--- config.mk ---
export PLATFORM = sky130hd
export DESIGN_NAME = stable_priority_queue
export DESIGN_NICKNAME = d
export VERILOG_FILES = /design/src/rtl/core/spq_pkg.sv /design/src/rtl/core/stable_priority_queue.sv /design/src/rtl/core/spq_ctrl.sv /design/src/rtl/core/spq_dp.sv
export SDC_FILE = /design/constraint.sdc
export NUM_CORES = 2
export LEC_CHECK = 0
export BUFFER_PORTS_ARGS = -buffer_cell sky130_fd_sc_hd__buf_4
export CORE_ASPECT_RATIO = 1.1
export CORE_MARGIN = 2
export CORE_UTILIZATION = 45
export CTS_BUF_LIST = sky130_fd_sc_hd__clkbuf_8
export DETAILED_ROUTE_END_ITERATION = 10
export PLACE_DENSITY = 0.6
export SLEW_MARGIN = 20
export SYNTH_ARGS = -nofsm -noshare
export SYNTH_HDL_FRONTEND = slang
export SYNTH_SLANG_ARGS = --single-unit
--- constraint.sdc ---
create_clock -name clk -period 5.85 [get_ports clk]
set_clock_uncertainty 0.15 [all_clocks]
set_input_delay 1.17 -clock clk [delete_from_list [all_inputs] [get_ports clk]]
set_output_delay 1.17 -clock clk [all_outputs]
set_load 0.005 [all_outputs]
--- src/rtl/core/spq_pkg.sv ---
// shared types and constants for the stable priority queue
`default_nettype none
package spq_pkg;

  localparam int DEPTH   = 16;
  localparam int VALUE_W = 32;
  localparam int PRI_W   = 8;
  localparam int CNT_W   = $clog2(DEPTH + 1);

  localparam logic ACT_PUSH = 1'b0;
  localparam logic ACT_POP  = 1'b1;

  localparam logic [1:0] ST_OK    = 2'd0;
  localparam logic [1:0] ST_EMPTY = 2'd1;
  localparam logic [1:0] ST_FULL  = 2'd2;

  typedef struct packed {
    logic               action;
    logic [VALUE_W-1:0] value;
    logic [PRI_W-1:0]   priority_req;
  } in_req_t;

  typedef struct packed {
    logic [VALUE_W-1:0] popped_value;
    logic [PRI_W-1:0]   popped_priority;
    logic [1:0]         status;
    logic [CNT_W-1:0]   occupancy;
  } out_rsp_t;

  typedef struct packed {
    logic       load;
    logic       push;
    logic       pop;
    logic [1:0] status;
  } ctl_cmd_t;

  typedef struct packed {
    logic empty;
    logic full;
  } dp_stat_t;

endpackage
`default_nettype wire

--- src/rtl/core/stable_priority_queue.sv ---
// top level of the stable priority queue
//
//   port group   direction  payload             handshake
//   in_*         input      spq_pkg::in_req_t   in_valid / in_ready
//   out_*        output     spq_pkg::out_rsp_t  out_valid / out_ready
//
// each request is applied in the cycle it is accepted; its response is
// registered and shows on out_* the following cycle
// a new request is taken while the response register is empty or being drained,
// so with out_ready high one request per cycle flows through
// a stalled response holds in_ready low until it is taken
// rst_n clears the occupancy count and the response valid; cell contents are
// not cleared since only cells below the count are ever read
`default_nettype none
module stable_priority_queue (
  input  wire logic              clk,
  input  wire logic              rst_n,
  input  wire logic              in_valid,
  output logic                   in_ready,
  input  wire spq_pkg::in_req_t  in_req,
  output logic                   out_valid,
  input  wire logic              out_ready,
  output spq_pkg::out_rsp_t      out_rsp
);

  spq_pkg::ctl_cmd_t cmd;
  spq_pkg::dp_stat_t stat;

  spq_ctrl u_ctrl (
    .clk       (clk),
    .rst_n     (rst_n),
    .in_valid  (in_valid),
    .in_ready  (in_ready),
    .in_action (in_req.action),
    .out_valid (out_valid),
    .out_ready (out_ready),
    .stat      (stat),
    .cmd       (cmd)
  );

  spq_dp u_dp (
    .clk   (clk),
    .rst_n (rst_n),
    .req   (in_req),
    .cmd   (cmd),
    .stat  (stat),
    .rsp   (out_rsp)
  );

endmodule
`default_nettype wire

--- src/rtl/core/spq_ctrl.sv ---
// handshake and command controller for the stable priority queue
`default_nettype none
module spq_ctrl (
  input  wire logic              clk,
  input  wire logic              rst_n,
  input  wire logic              in_valid,
  output logic                   in_ready,
  input  wire logic              in_action,
  output logic                   out_valid,
  input  wire logic              out_ready,
  input  wire spq_pkg::dp_stat_t stat,
  output spq_pkg::ctl_cmd_t      cmd
);

  localparam logic S_IDLE = 1'b0;
  localparam logic S_HOLD = 1'b1;

  logic state_r;
  logic state_nxt;
  logic accept;

  assign in_ready  = (state_r == S_IDLE) || out_ready;
  assign out_valid = (state_r == S_HOLD);
  assign accept    = in_valid && in_ready;

  always_comb begin
    cmd.load   = accept;
    cmd.push   = 1'b0;
    cmd.pop    = 1'b0;
    cmd.status = spq_pkg::ST_OK;
    unique case (in_action)
      spq_pkg::ACT_PUSH: begin
        if (stat.full) begin
          cmd.status = spq_pkg::ST_FULL;
        end else begin
          cmd.push = accept;
        end
      end
      spq_pkg::ACT_POP: begin
        if (stat.empty) begin
          cmd.status = spq_pkg::ST_EMPTY;
        end else begin
          cmd.pop = accept;
        end
      end
      default: cmd.status = spq_pkg::ST_OK;
    endcase
  end

  always_comb begin
    priority if (accept) begin
      state_nxt = S_HOLD;
    end else if (out_ready) begin
      state_nxt = S_IDLE;
    end else begin
      state_nxt = state_r;
    end
  end

  always_ff @(posedge clk) begin
    if (!rst_n) begin
      state_r <= S_IDLE;
    end else begin
      state_r <= state_nxt;
    end
  end

endmodule
`default_nettype wire

--- src/rtl/core/spq_dp.sv ---
// sorted cell array, occupancy count and response register
`default_nettype none
module spq_dp (
  input  wire logic                      clk,
  input  wire logic                      rst_n,
  input  wire spq_pkg::in_req_t          req,
  input  wire spq_pkg::ctl_cmd_t         cmd,
  output spq_pkg::dp_stat_t              stat,
  output spq_pkg::out_rsp_t              rsp
);

  localparam int DEPTH   = spq_pkg::DEPTH;
  localparam int VALUE_W = spq_pkg::VALUE_W;
  localparam int PRI_W   = spq_pkg::PRI_W;
  localparam int CNT_W   = spq_pkg::CNT_W;

  logic [VALUE_W-1:0] val_r   [DEPTH];
  logic [VALUE_W-1:0] val_nxt [DEPTH];
  logic [PRI_W-1:0]   pri_r   [DEPTH];
  logic [PRI_W-1:0]   pri_nxt [DEPTH];
  logic [DEPTH-1:0]   ge;
  logic [CNT_W-1:0]   count_r;
  logic [CNT_W-1:0]   count_nxt;
  spq_pkg::out_rsp_t  rsp_r;
  spq_pkg::out_rsp_t  rsp_nxt;

  assign stat.empty = (count_r == '0);
  assign stat.full  = (count_r == CNT_W'(DEPTH));

  // cells at or above new priority stay in place
  for (genvar g = 0; g < DEPTH; g++) begin : g_cell
    logic prev_ge;

    assign ge[g] = (CNT_W'(g) < count_r) && (pri_r[g] >= req.priority_req);

    if (g == 0) begin : g_first
      assign prev_ge = 1'b1;
    end else begin : g_rest
      assign prev_ge = ge[g-1];
    end

    always_comb begin
      val_nxt[g] = val_r[g];
      pri_nxt[g] = pri_r[g];
      if (cmd.push && !ge[g]) begin
        if (prev_ge) begin
          val_nxt[g] = req.value;
          pri_nxt[g] = req.priority_req;
        end else begin
          val_nxt[g] = val_r[(g == 0) ? 0 : g - 1];
          pri_nxt[g] = pri_r[(g == 0) ? 0 : g - 1];
        end
      end else if (cmd.pop && (g < DEPTH - 1)) begin
        val_nxt[g] = val_r[(g < DEPTH - 1) ? g + 1 : g];
        pri_nxt[g] = pri_r[(g < DEPTH - 1) ? g + 1 : g];
      end
    end

    always_ff @(posedge clk) begin
      val_r[g] <= val_nxt[g];
      pri_r[g] <= pri_nxt[g];
    end
  end

  always_comb begin
    priority if (cmd.push) begin
      count_nxt = count_r + CNT_W'(1);
    end else if (cmd.pop) begin
      count_nxt = count_r - CNT_W'(1);
    end else begin
      count_nxt = count_r;
    end
  end

  always_comb begin
    rsp_nxt = rsp_r;
    if (cmd.load) begin
      rsp_nxt.popped_value    = cmd.pop ? val_r[0] : '0;
      rsp_nxt.popped_priority = cmd.pop ? pri_r[0] : '0;
      rsp_nxt.status          = cmd.status;
      rsp_nxt.occupancy       = count_nxt;
    end
  end

  always_ff @(posedge clk) begin
    if (!rst_n) begin
      count_r <= '0;
    end else begin
      count_r <= count_nxt;
    end
  end

  always_ff @(posedge clk) begin
    rsp_r <= rsp_nxt;
  end

  assign rsp = rsp_r;

endmodule
`default_nettype wire
Yosys cells after proc, flatten, opt, wreduce, memory -nomap -nowiden
Memories as Yosys holds them, arrays and structs flattened.
Index checks and enable logic that the tools add are counted.
{"block": "classes", "reduce_logical": 52, "eq_ne": 1, "bitwise_logic": 2, "muxes": 103, "add_sub_neg": 2, "n_lt_le_gt_ge": 32}
{"op": "32-bit two-way mux", "n": 46}
{"op": "8-bit two-way mux", "n": 46}
{"op": "8-bit >= comparator", "n": 16}
{"op": "4-bit by 5-bit < comparator with 1-bit output (first input constant)", "n": 8}
{"op": "1-bit logical AND", "n": 33}
{"op": "3-bit by 5-bit < comparator with 1-bit output (first input constant)", "n": 4}
{"op": "1-bit logical NOT", "n": 16}
{"op": "1-bit by 5-bit < comparator with 1-bit output (first input constant)", "n": 2}
{"op": "2-bit by 5-bit < comparator with 1-bit output (first input constant)", "n": 2}
{"op": "5-bit two-way mux", "n": 2}
{"op": "1-bit two-way mux", "n": 7}
{"op": "5-bit by 1-bit adder with 5-bit output (second input constant)", "n": 1}
{"op": "5-bit equality test (second input constant)", "n": 1}
{"op": "5-bit logical NOT", "n": 1}
{"op": "5-bit by 1-bit subtractor with 5-bit output (second input constant)", "n": 1}
{"op": "2-bit case mux with 2 select lines", "n": 1}
{"op": "2-bit two-way mux", "n": 1}
{"op": "1-bit NOT", "n": 2}
{"op": "2-bit nonzero test", "n": 1}
{"op": "1-bit logical OR", "n": 1}
{"block": "word_totals", "inputBits": 45, "output_inout_bits": 49, "regBits": 53, "memories": 2, "wordCells": 200, "ramBits": 640}
{"name": "u_dp.val_r", "words": 16, "word_bits": 32, "read_ports": 16, "rd_ports_with_merged_regs": 0, "wr": 16, "line_no": "spq_dp.sv:17", "source": "logic [VALUE_W-1:0] val_r [DEPTH];"}
{"name": "u_dp.pri_r", "words": 16, "word_bits": 8, "read_ports": 16, "rd_ports_with_merged_regs": 0, "wr": 16, "line_no": "spq_dp.sv:19", "source": "logic [PRI_W-1:0] pri_r [DEPTH];"}

Longest topological paths before layout
{"block": "depth", "word_depth": 7, "ltp_mapped": 12, "ltp_nobuf": 8}

Cells and area by module
From an unflattened synthesis, not the netlist that was laid out.
{"block": "hier_totals", "cells_unflattened": 3187, "area_unflattened_um2": 36786.5}
{"mod": "spq_dp", "area_per_inst_um2": 36675.2, "instances": 1, "cells_per_inst": 3177}
{"mod": "spq_ctrl", "area_per_inst_um2": 111.4, "instances": 1, "cells_per_inst": 10}

Worst setup path after synthesis
No wires, ideal clock.
{"block": "synth_timing", "kind": "input to register", "startpoint": "input port in_req[1] in the netlist's numbering", "endpoint": "memory u_dp.pri_r[15][2], in the netlist u_dp.pri_r[7][10] (enable)", "path_slack_ns": 0.382, "required_time_ns": 5.249, "t_arrival_ns": 4.868, "cell_stages": 9, "cell_sequence": "clkbuf_1 -> clkbuf_1 -> inv_1 -> ha_1 -> a21o_1 -> a21o_1 -> a21oi_1 -> o211ai_1 -> a21oi_1"}
{"item": "start: declaration", "line_no": "stable_priority_queue.sv:20", "source": "input wire spq_pkg::in_req_t in_req,"}
{"item": "end: declaration", "line_no": "spq_dp.sv:19"}

==> qor.yml <==
outcome:
  run_status: "finished, final reports clean"
floorplanning:
  die_y_um: 323
  fp.coreArea_um2: 92200
  die_area_um2: 95200
  die_x_um: 294
  rows: 117
  io_pins: 94
  start_util: 0.452
synth:
  synth_seq_cells: 693
  synth_edf_count: 687
  syn_inst: 4025
  syn_avg_cell_area_um2: 10.4
  yosysSeqAreaShare: 0.497
  synthesis.nets: 4202
  ys.warnings.count: 0
  synth_area_um2: 41700
  synthDistinctLibCells: 64
  ys.flop_type: "edfxtp_1"
  synthArstFlopShare: 0
clocking:
  clockRootBuffer: "clkbuf_8"
  cts_made_buffers: 121
  cts_num_sinks: 693
  cts_hold_buf: 0
  htreeDepth: 3
  cts_resized: 0
  clk_latency_ns: 0.78
  clockBufferDepth: 3
  cts_tree: "built"
  path_clk_slew_ns: 0.06
  post_cts_buffers: 0
cells_and_area:
  area_growth_pct: 9.64
  layout_common_cells: "edfxtp_1, nor2_1, a221oi_1"
  layout.nets: 4037
  layout-drive-gt1-share: 0.126
  mostFrequentLayoutCell: "edfxtp_1"
  fin_area_um2: 45700
hold_path:
  hold_class: "flop to flop"
pwr:
  p_leak_nw: 15.9
  finalPower_mw: 16.5
  ir_drop_mv: 0.200
  power.density_nw_per_um2: 360
global_routing:
  antenna_found_initial: 8
  use_met3: 0.0339
  grt_overflow: 0
  grt_busiest_layer: "met2"
  grt_first_pass_wirelength_mm: 190
  use_met2: 0.396
  use_met1: 0.371
  track_usage: 0.252
  grt_max_degree: 81
  grt_pass1_vias: 30900
detailed_routing:
  dr_total_vias: 33300
  firstDrtPassIters: 5
  ant_nets: 0
  drcViolationCount: 0
  viasPerCell: 6.45
  routedWlPerCell_um: 23.8
  drt-total-wl_mm: 122
  drt_iter0_drc: 3815
worst_setup_path:
  crit_path_max_incr_delay_ns: 0.85
  critPathKind: "primary input to flop"
  slowest_stage: "a2111oi_0"
  cp-start-kind: "primary input"
  path_common_cell: "buf_4"
  cp_cell_sequence: "buf_4 > inv_1 > buf_4 > ha_1 > a2111oi_0 > nor4_4 > a211oi_4 > buf_4 > a21oi_1"
  cp.arrival_ns: 4.44
  crit_required_ns: 6.18
  critPathMaxFanout: 80
  endpoint_kind: "flop"
placed_design:
  gp_congestion: 0.868
  dp_hpwl_mm: 83.8
  port_buffers: 93
  dpl_cell_area_um2: 43400
timing:
  fin_setup_tns_ns: 0
  slew_violations: 0
  min_period_over_period: 0.703
  relSlewSlack: 0.307
  setup_violations: 0
  hold_viol: 0
  timing.final.crit_period_ns: 4.11
  rsz0062_at_grt: "false"
  fmax_mhz: 243
  worst_pin_slew_ns: 1.04
run:
  cap_violations: 0
## logic make-up after synthesis
group,Yosys count,share of synthesized area
simple gates,952,0.0992
buf+inv,524,0.0488
flops,693,0.497
compound gates,1607,0.285
xor+xnor,4,0.000840
mux,113,0.0293
fa+ha+maj,132,0.0396
## cell usage after synthesis, types with 3 or more instances
cell type | instances | area, µm²
a211o_1 | 7 | 61.3
buf_1 | 8 | 30.0
o21ai_0 | 140 | 701
inv_1 | 40 | 150
and4_1 | 6 | 52.6
nor3_2 | 9 | 90.1
nand2b_1 | 20 | 125
a221oi_1 | 441 | 3860
clkbuf_1 | 420 | 1580
dfxtp_1 | 6 | 120
nor4_2 | 5 | 62.6
or2_2 | 8 | 50.1
a2111oi_0 | 9 | 78.8
a211oi_1 | 10 | 75.1
a22oi_1 | 41 | 308
and2_1 | 45 | 282
ha_1 | 132 | 1650
mux2_2 | 73 | 822
nand2_1 | 261 | 980
nor3_1 | 8 | 40.0
a31oi_1 | 83 | 519
a22o_1 | 360 | 3150
nor4b_2 | 3 | 45.0
o211ai_1 | 10 | 75.1
and3_1 | 48 | 300
o21a_1 | 13 | 97.6
nand4_1 | 11 | 68.8
or3_1 | 4 | 25.0
edfxtp_1 | 687 | 20600
mux2i_1 | 40 | 400
a41oi_1 | 40 | 350
a21oi_1 | 383 | 1920
buf_2 | 56 | 280
a32o_1 | 40 | 400
a21o_1 | 9 | 67.6
nor2b_1 | 3 | 18.8
nor2_1 | 511 | 1920
## state kept, by name, summed over array words and instances, names as in the netlist
register,cells
u_dp.count_r,5
u_ctrl.out_valid,1
u_dp.val_r,512
u_dp.rsp,47
u_dp.pri_r,128
## metal layers
| metal | share of wire | routed length [µm] |
|---|---|---|
| met2 | 0.45 | 55500 |
| met5 | 0.00011 | 13 |
| met4 | 0.014 | 1660 |
| met3 | 0.064 | 7850 |
| met1 | 0.47 | 57400 |
## stage by stage
step,setup WS (ns),hold slack (ns),instances,util
after floorplan,0.382,0.393,4025,-
after global placement,0.837,0.400,4924,0.470
after detailed placement,0.835,0.413,4924,0.470
after CTS,1.69,0.425,5149,0.495
after global routing,1.59,0.438,5153,0.496
final,1.74,0.428,5153,0.496
## cell type report
type | count | area (µm²)
sequential | 693 | 20700
antenna | 1 | 2.50
clock buffer | 132 | 1820
fill | 8391 | 46500
timing repair buffer | 196 | 1660
clock inverter | 93 | 447
inverter | 40 | 150
multi-input combinational | 2808 | 19400
tap | 1190 | 1490
## final timing paths
path                                          from           endpoint  slack [ns]  cells past startpoint
worst min-delay path            u_dp.val_r[3][105]  u_dp.val_r[3][73]        0.43                      2
worst min register to register  u_dp.val_r[3][105]  u_dp.val_r[3][73]        0.43                      2
worst max register to register     u_dp.count_r[1]  u_dp.val_r[3][62]        1.85                      8
worst max-delay path                     in_req[1]  u_dp.val_r[3][16]        1.74                      9
## worst max-delay path: cells and delay by family
family                     cells  cell delay (ns)
buffers and inverters          4             1.57
and+or+nand+nor                1             0.11
adders and majority gates      1             0.27
AOI/OAI and AO/OA              3             1.24
## report_power, final
part	internal [mW]	switching, mW	total (mW)
clock network	2.15	2.11	4.27
registers	6.62	0.665	7.28
logic	2.05	2.88	4.93
Power figures use the tool's default switching activity.
